===== config.mk =====
export PLATFORM = sky130hd
export DESIGN_NAME = dual_sensor_moving_average
export DESIGN_NICKNAME = d
export VERILOG_FILES = /design/src/hdl/dsma_pkg.sv /design/src/hdl/dsma_divider.sv /design/src/hdl/dsma_multiplier.sv /design/src/hdl/dsma_channel.sv /design/src/hdl/dual_sensor_moving_average.sv
export VERILOG_INCLUDE_DIRS = /design/src /design/src/hdl
export SDC_FILE = /design/constraint.sdc
export NUM_CORES = 1
export LEC_CHECK = 0
export BUFFER_PORTS_ARGS = -buffer_cell sky130_fd_sc_hd__buf_2
export CAP_MARGIN = 0
export CELL_PAD_IN_SITES_DETAIL_PLACEMENT = 0
export CELL_PAD_IN_SITES_GLOBAL_PLACEMENT = 1
export CORE_ASPECT_RATIO = 1.5
export CORE_UTILIZATION = 31
export CTS_CLUSTER_SIZE = 16
export DETAILED_ROUTE_END_ITERATION = 12
export GPL_TIMING_DRIVEN = 0
export PLACE_DENSITY_LB_ADDON = 0.1
export REMOVE_ABC_BUFFERS = 1
export SLEW_MARGIN = 20
export SYNTH_ARGS = -nofsm -noshare
export SYNTH_HDL_FRONTEND = slang
export SYNTH_SLANG_ARGS = --single-unit
export TNS_END_PERCENT = 100

===== constraint.sdc =====
create_clock -name i_clk -period 4.6 [get_ports i_clk]
set_clock_uncertainty 0.1 [all_clocks]
set_input_delay 0.69 -clock i_clk [delete_from_list [all_inputs] [get_ports i_clk]]
set_output_delay 0.69 -clock i_clk [all_outputs]
set_load 0.02 [all_outputs]

===== src/hdl/dual_sensor_moving_average_defines.svh =====
// Assertion macros used by the file that checks its own logic.
`ifndef DUAL_SENSOR_MOVING_AVERAGE_DEFINES_SVH
`define DUAL_SENSOR_MOVING_AVERAGE_DEFINES_SVH

`ifndef NO_ASSERTIONS
`define DSMA_ASSERT(label, prop, msg) \
    label: assert property (@(posedge i_clk) disable iff (!i_rst_n) prop) else $error(msg);
`define DSMA_ASSERT_ALWAYS(label, prop, msg) \
    label: assert property (@(posedge i_clk) prop) else $error(msg);
`else
`define DSMA_ASSERT(label, prop, msg)
`define DSMA_ASSERT_ALWAYS(label, prop, msg)
`endif

`endif


===== src/hdl/dsma_pkg.sv =====
`timescale 1ns / 1ps

package dsma_pkg;

    localparam int WINDOW_LEN_DEF  = 8;
    localparam int SAMPLE_BITS_DEF = 10;

    localparam int ZERO_BITS      = 10;
    localparam int GAIN_BITS      = 16;
    localparam int TEMP_BITS      = 19;
    localparam int LEVEL_BITS     = 3;
    localparam int CFG_INDEX_BITS = 2;
    localparam int CFG_DATA_BITS  = 16;

    localparam int Q_SHIFT     = 8;
    localparam int ONE_Q16     = 65536;
    localparam int LEVEL_STEP  = 5;
    localparam int LEVEL_COUNT = 5;
    localparam int TEMP_MAX    = 262143;
    localparam int TEMP_MIN    = -262144;

    localparam int ZERO_RST = 200;
    localparam int GAIN_RST = 6717;

    typedef enum logic [CFG_INDEX_BITS-1:0] {
        REG_TEMP_ZERO = 2'd0,
        REG_TEMP_GAIN = 2'd1,
        REG_BATT_ZERO = 2'd2,
        REG_BATT_GAIN = 2'd3
    } t_cfg_reg;

    typedef struct packed {
        logic rd;
        logic upd;
        logic start;
        logic full;
    } t_chan_ctrl;

endpackage


===== src/hdl/dsma_divider.sv =====
`timescale 1ns / 1ps

module dsma_divider
    import dsma_pkg::*;
#(
    parameter int NUM_BITS = 13,
    parameter int DEN_BITS = 4
) (
    input  logic                i_clk,
    input  logic                i_rst_n,
    input  logic                i_start,
    input  logic [NUM_BITS-1:0] i_num,
    input  logic [DEN_BITS-1:0] i_den,
    output logic [NUM_BITS-1:0] o_quo,
    output logic                o_done
);

    localparam int CNT_BITS = $clog2(NUM_BITS + 1);

    logic [NUM_BITS-1:0] r_quo;
    logic [DEN_BITS-1:0] r_rem;
    logic [DEN_BITS-1:0] r_den;
    logic [CNT_BITS-1:0] r_cnt;
    logic                r_busy;
    logic                r_done;
    logic [DEN_BITS:0]   w_shifted;
    logic [DEN_BITS:0]   w_diff;
    logic                w_ge;

    assign w_shifted = {r_rem, r_quo[NUM_BITS-1]};
    assign w_diff    = w_shifted - {1'b0, r_den};
    assign w_ge      = (w_shifted >= {1'b0, r_den});

    always_ff @(posedge i_clk) begin
        if (!i_rst_n) begin
            r_busy <= 1'b0;
            r_done <= 1'b0;
            r_cnt  <= '0;
        end else begin
            r_done <= r_busy && (r_cnt == CNT_BITS'(1));
            if (i_start) begin
                r_busy <= 1'b1;
                r_cnt  <= CNT_BITS'(NUM_BITS);
            end else if (r_busy) begin
                r_cnt <= r_cnt - CNT_BITS'(1);
                if (r_cnt == CNT_BITS'(1)) begin
                    r_busy <= 1'b0;
                end
            end
        end
    end

    always_ff @(posedge i_clk) begin
        if (i_start) begin
            r_quo <= i_num;
            r_rem <= '0;
            r_den <= i_den;
        end else if (r_busy) begin
            r_quo <= {r_quo[NUM_BITS-2:0], w_ge};
            r_rem <= w_ge ? w_diff[DEN_BITS-1:0] : w_shifted[DEN_BITS-1:0];
        end
    end

    assign o_quo  = r_quo;
    assign o_done = r_done;

endmodule


===== src/hdl/dsma_multiplier.sv =====
`timescale 1ns / 1ps

module dsma_multiplier
    import dsma_pkg::*;
#(
    parameter int A_BITS = 11
) (
    input  logic                              i_clk,
    input  logic                              i_rst_n,
    input  logic                              i_start,
    input  logic signed [A_BITS-1:0]          i_a,
    input  logic        [GAIN_BITS-1:0]       i_gain,
    output logic signed [A_BITS+GAIN_BITS-1:0] o_product,
    output logic                              o_done
);

    localparam int P_BITS   = A_BITS + GAIN_BITS;
    localparam int CNT_BITS = $clog2(GAIN_BITS + 1);

    logic signed [A_BITS-1:0] r_a;
    logic [GAIN_BITS-1:0]     r_gain;
    logic signed [P_BITS-1:0] r_acc;
    logic [CNT_BITS-1:0]      r_cnt;
    logic                     r_busy;
    logic                     r_done;
    logic signed [P_BITS-1:0] w_addend;

    assign w_addend = r_gain[GAIN_BITS-1] ? {{GAIN_BITS{r_a[A_BITS-1]}}, r_a} : '0;

    always_ff @(posedge i_clk) begin
        if (!i_rst_n) begin
            r_busy <= 1'b0;
            r_done <= 1'b0;
            r_cnt  <= '0;
        end else begin
            r_done <= r_busy && (r_cnt == CNT_BITS'(1));
            if (i_start) begin
                r_busy <= 1'b1;
                r_cnt  <= CNT_BITS'(GAIN_BITS);
            end else if (r_busy) begin
                r_cnt <= r_cnt - CNT_BITS'(1);
                if (r_cnt == CNT_BITS'(1)) begin
                    r_busy <= 1'b0;
                end
            end
        end
    end

    // Gain bits enter most significant first.
    always_ff @(posedge i_clk) begin
        if (i_start) begin
            r_a    <= i_a;
            r_gain <= i_gain;
            r_acc  <= '0;
        end else if (r_busy) begin
            r_gain <= {r_gain[GAIN_BITS-2:0], 1'b0};
            r_acc  <= (r_acc <<< 1) + w_addend;
        end
    end

    assign o_product = r_acc;
    assign o_done    = r_done;

endmodule


===== src/hdl/dsma_channel.sv =====
`timescale 1ns / 1ps

module dsma_channel
    import dsma_pkg::*;
#(
    parameter int WINDOW_LEN  = WINDOW_LEN_DEF,
    parameter int SAMPLE_BITS = SAMPLE_BITS_DEF
) (
    input  logic                                 i_clk,
    input  logic                                 i_rst_n,
    input  t_chan_ctrl                           i_ctrl,
    input  logic [$clog2(WINDOW_LEN)-1:0]        i_slot,
    input  logic [$clog2(WINDOW_LEN+1)-1:0]      i_divisor,
    input  logic [SAMPLE_BITS-1:0]               i_sample,
    input  logic [ZERO_BITS-1:0]                 i_zero,
    input  logic [GAIN_BITS-1:0]                 i_gain,
    output logic signed [((SAMPLE_BITS > ZERO_BITS) ? SAMPLE_BITS : ZERO_BITS)+GAIN_BITS:0]
                                                 o_product,
    output logic                                 o_done
);

    localparam int DEN_BITS  = $clog2(WINDOW_LEN + 1);
    localparam int SUM_BITS  = SAMPLE_BITS + $clog2(WINDOW_LEN);
    localparam int DIFF_BITS = ((SAMPLE_BITS > ZERO_BITS) ? SAMPLE_BITS : ZERO_BITS) + 1;

    logic [SAMPLE_BITS-1:0]  r_ring [WINDOW_LEN];
    logic [SAMPLE_BITS-1:0]  r_old;
    logic [SUM_BITS-1:0]     r_sum;
    logic [SUM_BITS-1:0]     n_sum;
    logic [SUM_BITS-1:0]     w_quo;
    logic                    w_div_done;
    logic signed [DIFF_BITS-1:0] w_diff;

    always_ff @(posedge i_clk) begin
        if (i_ctrl.upd) begin
            r_ring[i_slot] <= i_sample;
        end
        if (i_ctrl.rd) begin
            r_old <= r_ring[i_slot];
        end
    end

    assign n_sum = r_sum - (i_ctrl.full ? SUM_BITS'(r_old) : '0) + SUM_BITS'(i_sample);

    always_ff @(posedge i_clk) begin
        if (!i_rst_n) begin
            r_sum <= '0;
        end else if (i_ctrl.upd) begin
            r_sum <= n_sum;
        end
    end

    dsma_divider #(
        .NUM_BITS (SUM_BITS),
        .DEN_BITS (DEN_BITS)
    ) u_div (
        .i_clk   (i_clk),
        .i_rst_n (i_rst_n),
        .i_start (i_ctrl.start),
        .i_num   (r_sum),
        .i_den   (i_divisor),
        .o_quo   (w_quo),
        .o_done  (w_div_done)
    );

    assign w_diff = DIFF_BITS'(w_quo[SAMPLE_BITS-1:0]) - DIFF_BITS'(i_zero);

    dsma_multiplier #(
        .A_BITS (DIFF_BITS)
    ) u_mul (
        .i_clk     (i_clk),
        .i_rst_n   (i_rst_n),
        .i_start   (w_div_done),
        .i_a       (w_diff),
        .i_gain    (i_gain),
        .o_product (o_product),
        .o_done    (o_done)
    );

endmodule


===== src/hdl/dual_sensor_moving_average.sv =====
`timescale 1ns / 1ps
// Channel  Handshake                  Payload
// input    i_in_valid / o_in_ready    i_temp_sample, i_batt_sample
// output   o_out_valid / i_out_ready  o_temperature, o_battery_level
// config   i_cfg_valid / o_cfg_ready  i_cfg_index, i_cfg_data
//
// Each channel computes its result in a bit-serial divider followed by a bit-serial multiplier;
// a new sample pair is taken only in the idle state, once the previous one is through.
// Both channels run in lockstep. Reset is synchronous and clears no ring entries.
// A finished result waits in the output register while the next input is taken;
// the block stalls only when a new result is ready and the previous one is still held.

module dual_sensor_moving_average
    import dsma_pkg::*;
#(
    parameter int WINDOW_LEN  = WINDOW_LEN_DEF,
    parameter int SAMPLE_BITS = SAMPLE_BITS_DEF
) (
    input  logic                         i_clk,
    input  logic                         i_rst_n,
    input  logic                         i_in_valid,
    output logic                         o_in_ready,
    input  logic [SAMPLE_BITS-1:0]       i_temp_sample,
    input  logic [SAMPLE_BITS-1:0]       i_batt_sample,
    output logic                         o_out_valid,
    input  logic                         i_out_ready,
    output logic signed [TEMP_BITS-1:0]  o_temperature,
    output logic [LEVEL_BITS-1:0]        o_battery_level,
    input  logic                         i_cfg_valid,
    output logic                         o_cfg_ready,
    input  logic [CFG_INDEX_BITS-1:0]    i_cfg_index,
    input  logic [CFG_DATA_BITS-1:0]     i_cfg_data
);

`include "dual_sensor_moving_average_defines.svh"

    localparam int SLOT_BITS = $clog2(WINDOW_LEN);
    localparam int CNT_BITS  = $clog2(WINDOW_LEN + 1);
    localparam int DIFF_BITS = ((SAMPLE_BITS > ZERO_BITS) ? SAMPLE_BITS : ZERO_BITS) + 1;
    localparam int P_BITS    = DIFF_BITS + GAIN_BITS;
    localparam int Q8_BITS   = P_BITS - Q_SHIFT;

    localparam logic signed [Q8_BITS-1:0] Q8_MAX = Q8_BITS'(TEMP_MAX);
    localparam logic signed [Q8_BITS-1:0] Q8_MIN = Q8_BITS'(TEMP_MIN);

    typedef enum logic [4:0] {
        S_IDLE   = 5'b00001,
        S_UPDATE = 5'b00010,
        S_START  = 5'b00100,
        S_CALC   = 5'b01000,
        S_OUTPUT = 5'b10000
    } t_state;

    t_state r_state;
    t_state n_state;

    logic [ZERO_BITS-1:0]   r_temp_zero;
    logic [GAIN_BITS-1:0]   r_temp_gain;
    logic [ZERO_BITS-1:0]   r_batt_zero;
    logic [GAIN_BITS-1:0]   r_batt_gain;

    logic [SAMPLE_BITS-1:0] r_temp_sample;
    logic [SAMPLE_BITS-1:0] r_batt_sample;
    logic [CNT_BITS-1:0]    r_fill;
    logic [SLOT_BITS-1:0]   r_slot;
    logic [CNT_BITS-1:0]    r_divisor;

    logic                         r_out_valid;
    logic signed [TEMP_BITS-1:0]  r_temperature;
    logic [LEVEL_BITS-1:0]        r_level;

    logic                         w_in_accept;
    logic                         w_out_free;
    logic                         w_full;
    t_chan_ctrl                   w_ctrl;
    logic signed [P_BITS-1:0]     w_temp_prod;
    logic signed [P_BITS-1:0]     w_batt_prod;
    logic                         w_temp_done;
    logic                         w_batt_done;
    logic signed [P_BITS-1:0]     w_shift;
    logic signed [Q8_BITS-1:0]    w_q8;
    logic signed [TEMP_BITS-1:0]  w_temperature;
    logic [LEVEL_BITS-1:0]        w_level;

    assign o_in_ready  = (r_state == S_IDLE);
    assign o_cfg_ready = 1'b1;
    assign w_in_accept = i_in_valid && o_in_ready;
    assign w_out_free  = !r_out_valid || i_out_ready;
    assign w_full      = (r_fill == CNT_BITS'(WINDOW_LEN));

    always_ff @(posedge i_clk) begin
        if (!i_rst_n) begin
            r_temp_zero <= ZERO_BITS'(ZERO_RST);
            r_temp_gain <= GAIN_BITS'(GAIN_RST);
            r_batt_zero <= ZERO_BITS'(ZERO_RST);
            r_batt_gain <= GAIN_BITS'(GAIN_RST);
        end else if (i_cfg_valid) begin
            case (t_cfg_reg'(i_cfg_index))
                REG_TEMP_ZERO: r_temp_zero <= i_cfg_data[ZERO_BITS-1:0];
                REG_TEMP_GAIN: r_temp_gain <= i_cfg_data[GAIN_BITS-1:0];
                REG_BATT_ZERO: r_batt_zero <= i_cfg_data[ZERO_BITS-1:0];
                REG_BATT_GAIN: r_batt_gain <= i_cfg_data[GAIN_BITS-1:0];
                default: begin
                end
            endcase
        end
    end

    always_comb begin
        n_state = r_state;
        case (r_state)
            S_IDLE: begin
                if (i_in_valid) begin
                    n_state = S_UPDATE;
                end
            end
            S_UPDATE: n_state = S_START;
            S_START:  n_state = S_CALC;
            S_CALC: begin
                if (w_temp_done) begin
                    n_state = S_OUTPUT;
                end
            end
            S_OUTPUT: begin
                if (w_out_free) begin
                    n_state = S_IDLE;
                end
            end
            default: n_state = S_IDLE;
        endcase
    end

    always_ff @(posedge i_clk) begin
        if (!i_rst_n) begin
            r_state <= S_IDLE;
            r_fill  <= '0;
            r_slot  <= '0;
        end else begin
            r_state <= n_state;
            if (r_state == S_UPDATE) begin
                if (!w_full) begin
                    r_fill <= r_fill + CNT_BITS'(1);
                end
                if (r_slot == SLOT_BITS'(WINDOW_LEN - 1)) begin
                    r_slot <= '0;
                end else begin
                    r_slot <= r_slot + SLOT_BITS'(1);
                end
            end
        end
    end

    always_ff @(posedge i_clk) begin
        if (w_in_accept) begin
            r_temp_sample <= i_temp_sample;
            r_batt_sample <= i_batt_sample;
        end
        if (r_state == S_UPDATE) begin
            r_divisor <= w_full ? CNT_BITS'(WINDOW_LEN) : r_fill + CNT_BITS'(1);
        end
    end

    assign w_ctrl.rd    = w_in_accept;
    assign w_ctrl.upd   = (r_state == S_UPDATE);
    assign w_ctrl.start = (r_state == S_START);
    assign w_ctrl.full  = w_full;

    dsma_channel #(
        .WINDOW_LEN  (WINDOW_LEN),
        .SAMPLE_BITS (SAMPLE_BITS)
    ) u_temp (
        .i_clk     (i_clk),
        .i_rst_n   (i_rst_n),
        .i_ctrl    (w_ctrl),
        .i_slot    (r_slot),
        .i_divisor (r_divisor),
        .i_sample  (r_temp_sample),
        .i_zero    (r_temp_zero),
        .i_gain    (r_temp_gain),
        .o_product (w_temp_prod),
        .o_done    (w_temp_done)
    );

    dsma_channel #(
        .WINDOW_LEN  (WINDOW_LEN),
        .SAMPLE_BITS (SAMPLE_BITS)
    ) u_batt (
        .i_clk     (i_clk),
        .i_rst_n   (i_rst_n),
        .i_ctrl    (w_ctrl),
        .i_slot    (r_slot),
        .i_divisor (r_divisor),
        .i_sample  (r_batt_sample),
        .i_zero    (r_batt_zero),
        .i_gain    (r_batt_gain),
        .o_product (w_batt_prod),
        .o_done    (w_batt_done)
    );

    // The arithmetic shift rounds the Q.16 product toward minus infinity.
    assign w_shift = w_temp_prod >>> Q_SHIFT;
    assign w_q8    = w_shift[Q8_BITS-1:0];

    always_comb begin
        if (w_q8 > Q8_MAX) begin
            w_temperature = Q8_MAX[TEMP_BITS-1:0];
        end else if (w_q8 < Q8_MIN) begin
            w_temperature = Q8_MIN[TEMP_BITS-1:0];
        end else begin
            w_temperature = w_q8[TEMP_BITS-1:0];
        end
    end

    always_comb begin
        w_level = '0;
        for (int k = 1; k <= LEVEL_COUNT; k++) begin
            if (w_batt_prod >= $signed(P_BITS'(k * LEVEL_STEP * ONE_Q16))) begin
                w_level = w_level + LEVEL_BITS'(1);
            end
        end
    end

    always_ff @(posedge i_clk) begin
        if (!i_rst_n) begin
            r_out_valid <= 1'b0;
        end else if ((r_state == S_OUTPUT) && w_out_free) begin
            r_out_valid <= 1'b1;
        end else if (i_out_ready) begin
            r_out_valid <= 1'b0;
        end
    end

    always_ff @(posedge i_clk) begin
        if ((r_state == S_OUTPUT) && w_out_free) begin
            r_temperature <= w_temperature;
            r_level       <= w_level;
        end
    end

    assign o_out_valid     = r_out_valid;
    assign o_temperature   = r_temperature;
    assign o_battery_level = r_level;

    `DSMA_ASSERT(a_channels_lockstep, (w_temp_done == w_batt_done), "channels finished apart")
    `DSMA_ASSERT(a_done_in_calc, (w_temp_done |-> (r_state == S_CALC)), "result outside calc")
    `DSMA_ASSERT(a_load_from_output, ($rose(o_out_valid) |-> $past(r_state == S_OUTPUT)),
        "output loaded outside output state")
    `DSMA_ASSERT_ALWAYS(a_fill_bound, (!i_rst_n || (r_fill <= CNT_BITS'(WINDOW_LEN))),
        "fill count overrun")

endmodule

Yosys cells after proc, flatten, opt, wreduce, memory -nomap -nowiden
Memory sizes are Yosys's and may differ from the RTL's. A register that Yosys moved wholly into a read port is not among the register bits.
Cells that the tools add are included.
{"block": "totals", "register_bits": 308, "ramBits": 160, "inputBits": 43, "word_cells": 162, "n_memories": 2}
{"block": "classes", "add_sub_neg": 20, "n_lt_le_gt_ge": 9, "eq_ne": 17, "n_mux": 49, "n_bitwise": 2, "reduce_logical": 22}
{"name": "u_batt.r_ring", "depth": 8, "width": 10, "read_ports": 1, "rd_ports_with_merged_regs": 1, "write_ports": 1, "line": "dsma_channel.sv:26", "source": "logic [SAMPLE_BITS-1:0] r_ring [WINDOW_LEN];"}
{"name": "u_temp.r_ring", "depth": 8, "width": 10, "read_ports": 1, "rd_ports_with_merged_regs": 1, "write_ports": 1, "line": "dsma_channel.sv:26"}
{"cell": "$mux W16", "n": 4}
{"cell": "$add A27 B27 Y27", "n": 2}
{"cell": "$ge A27 B21 Y1 const B", "n": 2}
{"cell": "$ge A27 B22 Y1 const B", "n": 2}
{"cell": "$mux W27", "n": 2}
{"cell": "$mux W13", "n": 4}
{"cell": "$mux W5", "n": 7}
{"cell": "$ge A27 B20 Y1 const B", "n": 1}
{"cell": "$add A13 B10 Y13", "n": 2}
{"cell": "$sub A13 B13 Y13", "n": 2}
{"cell": "$pmux W5 S5", "n": 1}
{"cell": "$mux W4", "n": 6}
{"cell": "$sub A10 B10 Y11", "n": 2}
{"cell": "$mux W10", "n": 2}
{"cell": "$gt A19 B19 Y1 const B", "n": 1}
{"cell": "$lt A19 B19 Y1 const B", "n": 1}
{"cell": "$mux W19", "n": 1}
{"cell": "$mux W1", "n": 17}
{"cell": "$add A3 B1 Y3 const B", "n": 5}
{"cell": "$eq A5 B1 Y1 const B", "n": 3}
{"cell": "$mux W3", "n": 5}
{"cell": "$ge A5 B4 Y1", "n": 2}
{"cell": "$reduce_and A2 Y1", "n": 5}
{"cell": "$reduce_bool A2 Y1", "n": 5}
{"cell": "other kinds (22)", "n": 35}

Depth between registers and ports, before layout
Gate-level depths: netlist of the first run.
{"block": "logic_depth", "depth_word": 10, "depth_mapped": 16, "depth_no_buf": 15}

Cells and area by module
From an unflattened synthesis of the first run, not the netlist that was laid out.
{"block": "hier_totals", "cells_unflattened": 2188, "area_unflattened_um2": 24845.1}
{"module": "dsma_multiplier", "instances": 2, "cells_each": 391, "area_per_inst_um2": 3711.1, "seq_area_each_um2": 1491.4}
{"module": "dsma_channel at u_batt", "instances": 1, "cells_each": 387, "area_per_inst_um2": 5287.6, "seq_area_each_um2": 2962.8}
{"module": "dsma_channel at u_temp", "instances": 1, "cells_each": 386, "area_per_inst_um2": 5266.3, "seq_area_each_um2": 2962.8}
{"module": "dual_sensor_moving_average", "instances": 1, "cells_each": 425, "area_per_inst_um2": 4294.1, "seq_area_each_um2": 2682.6}
{"module": "dsma_divider", "instances": 2, "cells_each": 104, "area_per_inst_um2": 1287.5, "seq_area_each_um2": 710.7}

Worst setup path before layout of the first run
OpenSTA, ideal clock, no wires.
{"block": "synth_path", "kind": "reg-to-reg", "startpoint": "reg r_state[4]", "endpoint": "mem u_batt.r_ring[3][0] (netlist bit) (enable)", "setup_ns": 0.422, "arrival_time_ns": 2.916, "required_time_ns": 4.078, "path_slack_ns": 1.162, "path_stages_with_launch": 6, "n_path_buf": 2, "period_less_slack_ns": 3.438, "cell_sequence": "dfxtp_1 or3_1 or3b_4 buf_2 buf_1 nor3_1"}
{"block": "synth_via", "elab_chain_len": 3}
{"item": "start, declared", "line": "dual_sensor_moving_average.sv:54", "source": "t_state r_state;"}
{"item": "start signal, assigned", "line": "dual_sensor_moving_average.sv:139", "source": "r_state <= n_state;"}
{"item": "$eq A5 B2 Y1", "line": "dual_sensor_moving_average.sv:164", "source": "assign w_ctrl.upd = (r_state == S_UPDATE);"}
{"item": "$mux W1", "line": "dsma_channel.sv:35", "source": "if (i_ctrl.upd) begin"}
{"item": "$mux W1 (implied by the code)", "line": "dsma_channel.sv:36", "source": "r_ring[i_slot] <= i_sample;"}
{"item": "end, declared", "line": "dsma_channel.sv:26"}
No other way between the ends.

Worst setup path in the final report of the first run
{"block": "layout_path", "startpoint": "reg r_fill[0]", "endpoint": "reg u_temp.r_sum[9]"}
{"block": "layout_via", "elab_chain_len": 4}
{"item": "start, declared", "line": "dual_sensor_moving_average.sv:64", "source": "logic [CNT_BITS-1:0] r_fill;"}
{"item": "start signal, assigned", "line": "dual_sensor_moving_average.sv:142", "source": "r_fill <= r_fill + CNT_BITS'(1);"}
{"item": "$eq A4 B4 Y1", "line": "dual_sensor_moving_average.sv:89", "source": "assign w_full = (r_fill == CNT_BITS'(WINDOW_LEN));"}
{"item": "$mux W10", "line": "dsma_channel.sv:43", "source": "assign n_sum = r_sum - (i_ctrl.full ? SUM_BITS'(r_old) : '0) + SUM_BITS'(i_sample);"}
{"item": "$sub A13 B13 Y13", "line": "dsma_channel.sv:43"}
{"item": "$add A13 B10 Y13", "line": "dsma_channel.sv:43"}
{"item": "end signal, assigned", "line": "dsma_channel.sv:49", "source": "r_sum <= n_sum;"}
{"item": "end, declared", "line": "dsma_channel.sv:28", "source": "logic [SUM_BITS-1:0] r_sum;"}
No other way between the ends.
A chain may end at the register's enable or synchronous reset.

==> results.md, run 1 <==
* Result of the run: completed
* Ratio of final minimum period to clock period at 0.871
* CTS tree: built
* Final count of pins violating max slew at 0
* Required time of the critical path at 4.99 ns
* Synth Flop Type: edfxtp_1
* Post-route design area at 26800 µm²
* Fin nets at between 2k and 2.5k
* Final Hold Violating Endpoints at 0
* Unrepaired setup endpoints after global routing: false
* Most common cell after layout, fill and taps aside: edfxtp_1
* Data arrival at the endpoint of the critical path at 4.39 ns
* Area post-placement at 25200 µm²
* Setup bufs post-CTS at 0
* Peak supply drop at slightly above 300 µV
* FF+latch count, synth at 488
* Global-route usage over all layers at 0.146
* Number of core rows at 123
* Number of enable-type register cells in the synthesized netlist at 310
* Fraction of registers with async set or reset after synthesis at 0
* Die Span Y at 340 µm
* Final number of setup-violating endpoints at 0
* Post-CTS Hold Buffers at 0
* Critical path class: flop to flop
* Synthesized area at 23600 µm²
* Instance count of the mapped netlist at 2141
* Share of cells above drive strength 1 at 0.109
* IO Port Bufs at 66
* Fin crit period at 4.01 ns
* Antenna violations before repair at 3
* Crit end category: flop
* Power Dens Cells at 382 nW/µm²
* Number of global-route vias before repair at between 15k and 20k
* Number of synthesis warnings at 0
* Number of maximum-capacitance constraint violations at 0
* CTS Sinks at 488
* Synthesis-to-layout area growth at 13.6%
* Clock root cell: clkbuf_16
* Congestion Overflow GR at 0
* Actual transition at the worst max-transition pin at between 1 and 1.5 ns
* Post-DP HPWL at ~39 mm
* Total of cells resized after clock tree synthesis at 0
* Cell Count, Final, Fillers Out at 3215
* Initial core utilization at 0.314
* DR vias at 15.4k
* Number of H-tree levels at 2
* Largest net degree at the start of global routing at between 90 and 100
* Path category of the worst min-delay check: primary input to flop
* DR WL/cell at ~17 µm
* Number of placed cells counting well taps at 3120
* Startpoint types: flop
* Synth cell types at 84
* Final wirelength at 55.7 mm
* Maximum fanout encountered on the critical timing path at 24
* Most frequent cells in the layout: edfxtp_1 (310), nand2_1 (238), dfxtp_1 (174), inv_1 (155), ha_1 (120)
* Fraction of the yosys area taken by sequential cells at 0.546
* DRC at 0
* Via-per-instance ratio at 4.79
* Die X-Extent at ~230 µm
* Inserted Clock Buffers at 51
* F_max at 0.250 GHz
* ANT nets after route at 0
* Layout filler cell count at 7647
* Relative slew margins at 0.290
* Top-Level Pins at 68
* Worst-skew pair later-pin latency at 0.60 ns
* DRC marker count from the first detailed-route iteration at 761
* Leakage component of the power at 0.0101 µW
* Number of buffers between clock root and the deepest sink at 3
* Global-route wire length before repair at 88.3 mm
* First drt pass iteration count at 7
* CTS clk-pin slew, worst paths at around 0.06 ns
* Average instance area after synthesis at ~11 µm²
* Core Footprint at 75100 µm²
* Die Footprint at 77200 µm²
* GPL Wtd Cong at 0.818
[power by group]
| group | switching (µW) | leakage, µW | internal [µW] |
|---|---|---|---|
| Combinational | 681 | 0.00502 | 488 |
| Clock | 1790 | 0.000775 | 2300 |
| Sequential | 142 | 0.00427 | 4830 |
[critical path: stages (launching register included)]
cell	delay [ns]
dfxtp_1	0.41
inv_1	0.07
ha_1	0.19
and3b_1	0.43
and2_1	0.31
fa_1	0.47
inv_1	0.04
ha_1	0.35
a2111oi_0	0.49
o21ai_0	0.28
a41oi_1	0.34
xor2_1	0.16
o21ai_0	0.08
and2_1	0.18
[final timing paths]
kind,start,endpoint,slack (ns),cells past startpoint
hold reg to reg,r_divisor[3]$_SDFFCE_PN1P_,u_temp.u_div.r_den[3]$_DFFE_PP_,0.32,0
setup / recovery,r_fill[0]$_SDFFE_PN0P_,u_temp.r_sum[9]$_SDFFE_PN0P_,0.59,13
setup reg to reg,r_fill[0]$_SDFFE_PN0P_,u_temp.r_sum[9]$_SDFFE_PN0P_,0.59,13
hold / removal,i_batt_sample[4],r_batt_sample[4]$_DFFE_PP_,0.16,1
[routing by layer]
metal | track usage | share of wire | vias up
met2 | 0.264 | 0.51 | 221
met3 | 0.0235 | 0.034 | 82
li1 | - | - | 7748
met1 | 0.175 | 0.43 | 7345
met5 | 0 | 0.00013 | -
met4 | 0.0456 | 0.026 | 2
[cell families (layout without fill, tap and decap cells)]
group / count (synthesis) / count (layout) / synth area share
muxes: 57 / 57 / 0.0259
AOI/OAI and AO/OA: 486 / 486 / 0.138
other: 1 / 3 / 0.000159
and+or+nand+nor: 597 / 597 / 0.124
xor gates and xnor gates: 96 / 96 / 0.0357
buffers and inverters: 270 / 342 / 0.0441
adders and majority gates: 146 / 146 / 0.0858
DFF: 488 / 488 / 0.546
[cell type report]
type                       instances  area, µm²  area share
antenna                            2       5.00    0.000187
clock buffer                      66       1350      0.0505
clock inverter                    27        255     0.00953
inverter                         157        589      0.0220
multi-input combinational       1383       9740       0.364
sequential                       488      12900       0.481
tap                             1000       1250      0.0467
timing repair buffer              92        716      0.0267
[metrics by stage]
stage	utilization	hold WS [ns]	power (µW)	setup slack [ns]	setup TNS, ns
floorplan	-	0.300	5900	1.19	0
global placement	0.329	0.303	6230	-0.998	-99.95
detailed placement	0.335	0.305	6260	0.508	0
CTS	0.357	0.114	10400	0.494	0
global route	0.357	0.117	10700	0.138	0
finish	0.357	0.159	10200	0.595	0
[synth_stat cells, types with 5 or more instances]
cell type / n / area [µm²]
xnor2_1: 50 / 438
nand3b_1: 7 / 52.6
a22oi_1: 82 / 616
mux2i_1: 25 / 250
o21ai_0: 103 / 515
nand2_1: 238 / 893
a21boi_0: 52 / 390
fa_1: 26 / 521
xor2_1: 46 / 403
nor2_1: 89 / 334
nor3_1: 21 / 105
a211oi_1: 23 / 173
inv_1: 155 / 582
edfxtp_1: 310 / 9310
clkbuf_1: 97 / 364
dfxtp_1: 178 / 3560
nor2b_1: 23 / 144
o21a_1: 5 / 37.5
nor3b_1: 7 / 52.6
o211ai_1: 20 / 150
a21oi_1: 87 / 435
a41oi_1: 6 / 52.6
o21bai_1: 8 / 60.1
and2_1: 64 / 400
buf_1: 7 / 26.3
o31ai_1: 5 / 37.5
a21o_1: 30 / 225
nand3_1: 46 / 230
mux2_2: 31 / 349
a31oi_1: 14 / 87.6
a22o_1: 10 / 87.6
and3_1: 7 / 43.8
nand2b_1: 22 / 138
nor4_1: 5 / 31.3
nand4_1: 34 / 213
or3_1: 7 / 43.8
ha_1: 120 / 1500
[sequential cells by signal (all words and copies together) (netlist names), 10 cells and up]
signal,cells
u_temp.r_sum,13
u_temp.u_div.o_quo,13
r_batt_zero,10
u_batt.u_mul.r_gain,16
r_batt_gain,16
u_temp.u_mul.o_product,27
r_temp_zero,10
r_batt_sample,10
u_batt.r_old,10
u_batt.r_sum,13
u_batt.u_div.o_quo,13
u_temp.u_mul.r_gain,16
u_temp.r_old,10
u_batt.u_mul.r_a,11
u_temp.u_mul.r_a,11
u_batt.r_ring,80
r_temp_sample,10
r_temp_gain,16
o_temperature,19
u_batt.u_mul.o_product,27
u_temp.r_ring,80
(Power assumes the default switching activity.)
==> run 2: changes to the inputs <==
Settings changed: BUFFER_PORTS_ARGS -buffer_cell sky130_fd_sc_hd__buf_2 to -buffer_cell sky130_fd_sc_hd__clkbuf_2, SYNTH_HIERARCHICAL from default to 1.
==> results.md, run 2 <==
* DRC at 0 (unchanged)
* Crit end category: flop (unchanged)
* Global-route usage over all layers at 0.143 (was 0.146)
* Setup slack on the worst flop-to-flop path at 0.63 ns (was 0.59 ns)
* Most frequent cells in the layout: edfxtp_1 (314), nand2_1 (180), dfxtp_1 (171), inv_1 (160), nor2_1 (111) (was edfxtp_1 (310), nand2_1 (238), dfxtp_1 (174), inv_1 (155), ha_1 (120))
* Clock root cell: clkbuf_16 (unchanged)
* DR vias at 15.9k (was 15.4k)
* Congestion Overflow GR at 0 (unchanged)
* Total of cells resized after clock tree synthesis at 0 (unchanged)
* Worst hold slack at 0.159 ns (about the same)
* Data arrival at the endpoint of the critical path at 4.36 ns (was 4.39 ns)
* IO Port Bufs at 66 (unchanged)
* CTS tree: built (unchanged)
* Result of the run: completed (unchanged)
* Initial core utilization at 0.314 (about the same)
* Overall power consumption at 11700 µW (was 10200 µW)
* Synthesis-to-layout area growth at 12.6% (was 13.6%)
* Inserted Clock Buffers at 52 (was 51)
* Synthesized area at 24800 µm² (was 23600 µm²)
* Leakage component of the power at 0.0101 µW (about the same)
* Number of antenna cells inserted at 0 (was 2)
* Met1 WL at 24.6 mm (was 23.8 mm)
* Average instance area after synthesis at 11.4 µm² (was 11.0 µm²)
* Ratio of final minimum period to clock period at 0.863 (was 0.871)
* Number of global-route vias before repair at 16.4k (was 15.8k)
* Die X-Extent at 233 µm (was 227 µm)
* Biggest registers after layout: u_batt/r_ring (80), u_temp/r_ring (80) (was u_batt.r_ring (80), u_temp.r_ring (80))
* Path category of the worst min-delay check: primary input to flop (unchanged)
* GPL Wtd Cong at 0.759 (was 0.818)
* Die Footprint at 81200 µm² (was 77200 µm²)
* Share of cells above drive strength 1 at 0.160 (was 0.109)
* Antenna violations before repair at 1 (was 3)
* Global-route wire length before repair at 91.9 mm (was 88.3 mm)
* Number of maximum-capacitance constraint violations at 0 (unchanged)
* Via-per-instance ratio at 4.90 (was 4.79)
* Number of core rows at 126 (was 123)
* Highest routed layer: met5 (unchanged)
* Post-route design area at 28000 µm² (was 26800 µm²)
* Peak supply drop at 277 µV (was 310 µV)
* Instance count of the mapped netlist at 2185 (was 2141)
* CTS Sinks at 492 (was 488)
* DR WL/cell at 17.5 µm (was 17.3 µm)
* Fin nets at 2343 (was 2362)
* Fin crit period at 3.97 ns (was 4.01 ns)
* Die Span Y at 349 µm (was 340 µm)
* Post-CTS Hold Buffers at 0 (unchanged)
* Relative slew margins at 0.356 (was 0.290)
* Final wirelength at 56.8 mm (was 55.7 mm)
* Setup tns final at 0 ns (unchanged)
* Critical path class: flop to flop (unchanged)
* Final number of setup-violating endpoints at 0 (unchanged)
* Number of buffers between clock root and the deepest sink at 3 (unchanged)
* Layout filler cell count at 7807 (was 7647)
* Area post-placement at 26200 µm² (was 25200 µm²)
* Number of synthesis warnings at 6 (was 0)
* Final Hold Violating Endpoints at 0 (unchanged)
* Met2 wire length at 29.1 mm (was 28.6 mm)
* F_max at 0.252 GHz (was 0.250 GHz)
* Maximum fanout encountered on the critical timing path at 24 (unchanged)
* Unrepaired setup endpoints after global routing: false (unchanged)
* Setup bufs post-CTS at 0 (unchanged)
* Final count of pins violating max slew at 0 (unchanged)
* Power Dens Cells at 419 nW/µm² (was 382 nW/µm²)
* Total length of routed met3 wires at 1.81 mm (was 1.89 mm)
* Worst-skew pair later-pin latency at 0.61 ns (was 0.60 ns)
* Top-Level Pins at 68 (unchanged)
* Most common cell after layout, fill and taps aside: edfxtp_1 (unchanged)
* Post-DP HPWL at 39.3 mm (was 38.5 mm)
* Number of H-tree levels at 2 (unchanged)
* ANT nets after route at 0 (unchanged)
* First drt pass iteration count at 4 (was 7)
* Largest net degree at the start of global routing at 59 (was 98)
* Startpoint types: flop (unchanged)
* DRC marker count from the first detailed-route iteration at 701 (was 761)
* Required time of the critical path at 4.99 ns (about the same)
* CTS clk-pin slew, worst paths at 0.06 ns (about the same)
* Actual transition at the worst max-transition pin at 0.966 ns (was 1.06 ns)
* Core Footprint at 79000 µm² (was 75100 µm²)
==> run 2: cell count changes in the layout (fill, tap and decap cells not counted), sizes merged, moves of 20 or more <==
cell,before,now
a21boi,53,6
ha,120,88
nand2,238,182
mux2,32,76
a22oi,82,4
o21ai,108,75
clkbuf,66,136
mux4,0,40
nor2,89,131
xnor2,50,89
buf,92,15
nand3,46,70
xor2,46,26
==> run 2: layer usage <==
layer,vias to the layer above,GRT usage
met2,237,0.255
li1,7820,-
met3,73,0.0208
met5,-,0
met4,2,0.0426
met1,7795,0.175
==> run 2: area by class of cell <==
type                    count  area (µm²)  share of cell area
well taps                1024        1280              0.0458
repair buffers             81         621              0.0222
flip-flops and latches    492       13000               0.465
clock buffers              70        1410              0.0504
clock inverters            27         304              0.0109
multi-input cells        1397       10700               0.384
inverters                 162         608              0.0218
==> run 2: critical path, cell delays in order (launching register included) <==
cell      delay, ns
dfxtp_1        0.36
inv_1          0.07
ha_1           0.13
and3b_1        0.75
and2_1         0.25
fa_1           0.46
fa_1           0.45
nand2b_1       0.20
a21oi_1        0.30
o21ai_1        0.17
mux2i_1        0.15
or3_1          0.30
and3_1         0.16
==> run 2: where the power goes <==
group	internal (µW)	leakage, µW	switching, µW
Combinational	930	0.00501	1100
Clock	2490	0.000831	1760
Sequential	5030	0.00431	383
Total	8460	0.0101	3250
==> run 2: through the flow <==
| stage | setup slack [ns] | utilization | cells |
|---|---|---|---|
| after detailed placement | 0.488 | 0.332 | 3156 |
| after global placement | -0.662 | 0.327 | 3141 |
| after floorplan | 1.23 | - | 2051 |
| after global routing | 0.210 | 0.354 | 3253 |
| after CTS | 0.464 | 0.354 | 3253 |
| final | 0.628 | 0.354 | 3253 |
==> run 2: path summary, 6_finish.rpt <==
kind                               start                             to  depth (start not counted)
min reg2reg  r_temp_gain[7]$_SDFFE_PN0P_    r_temp_gain[7]$_SDFFE_PN0P_                          2
max reg2reg       r_fill[0]$_SDFFE_PN0P_  u_temp/r_sum[12]$_SDFFE_PN0P_                         12
max               r_fill[0]$_SDFFE_PN0P_  u_temp/r_sum[12]$_SDFFE_PN0P_                         12
min                     i_batt_sample[2]     r_batt_sample[2]$_DFFE_PP_                          1
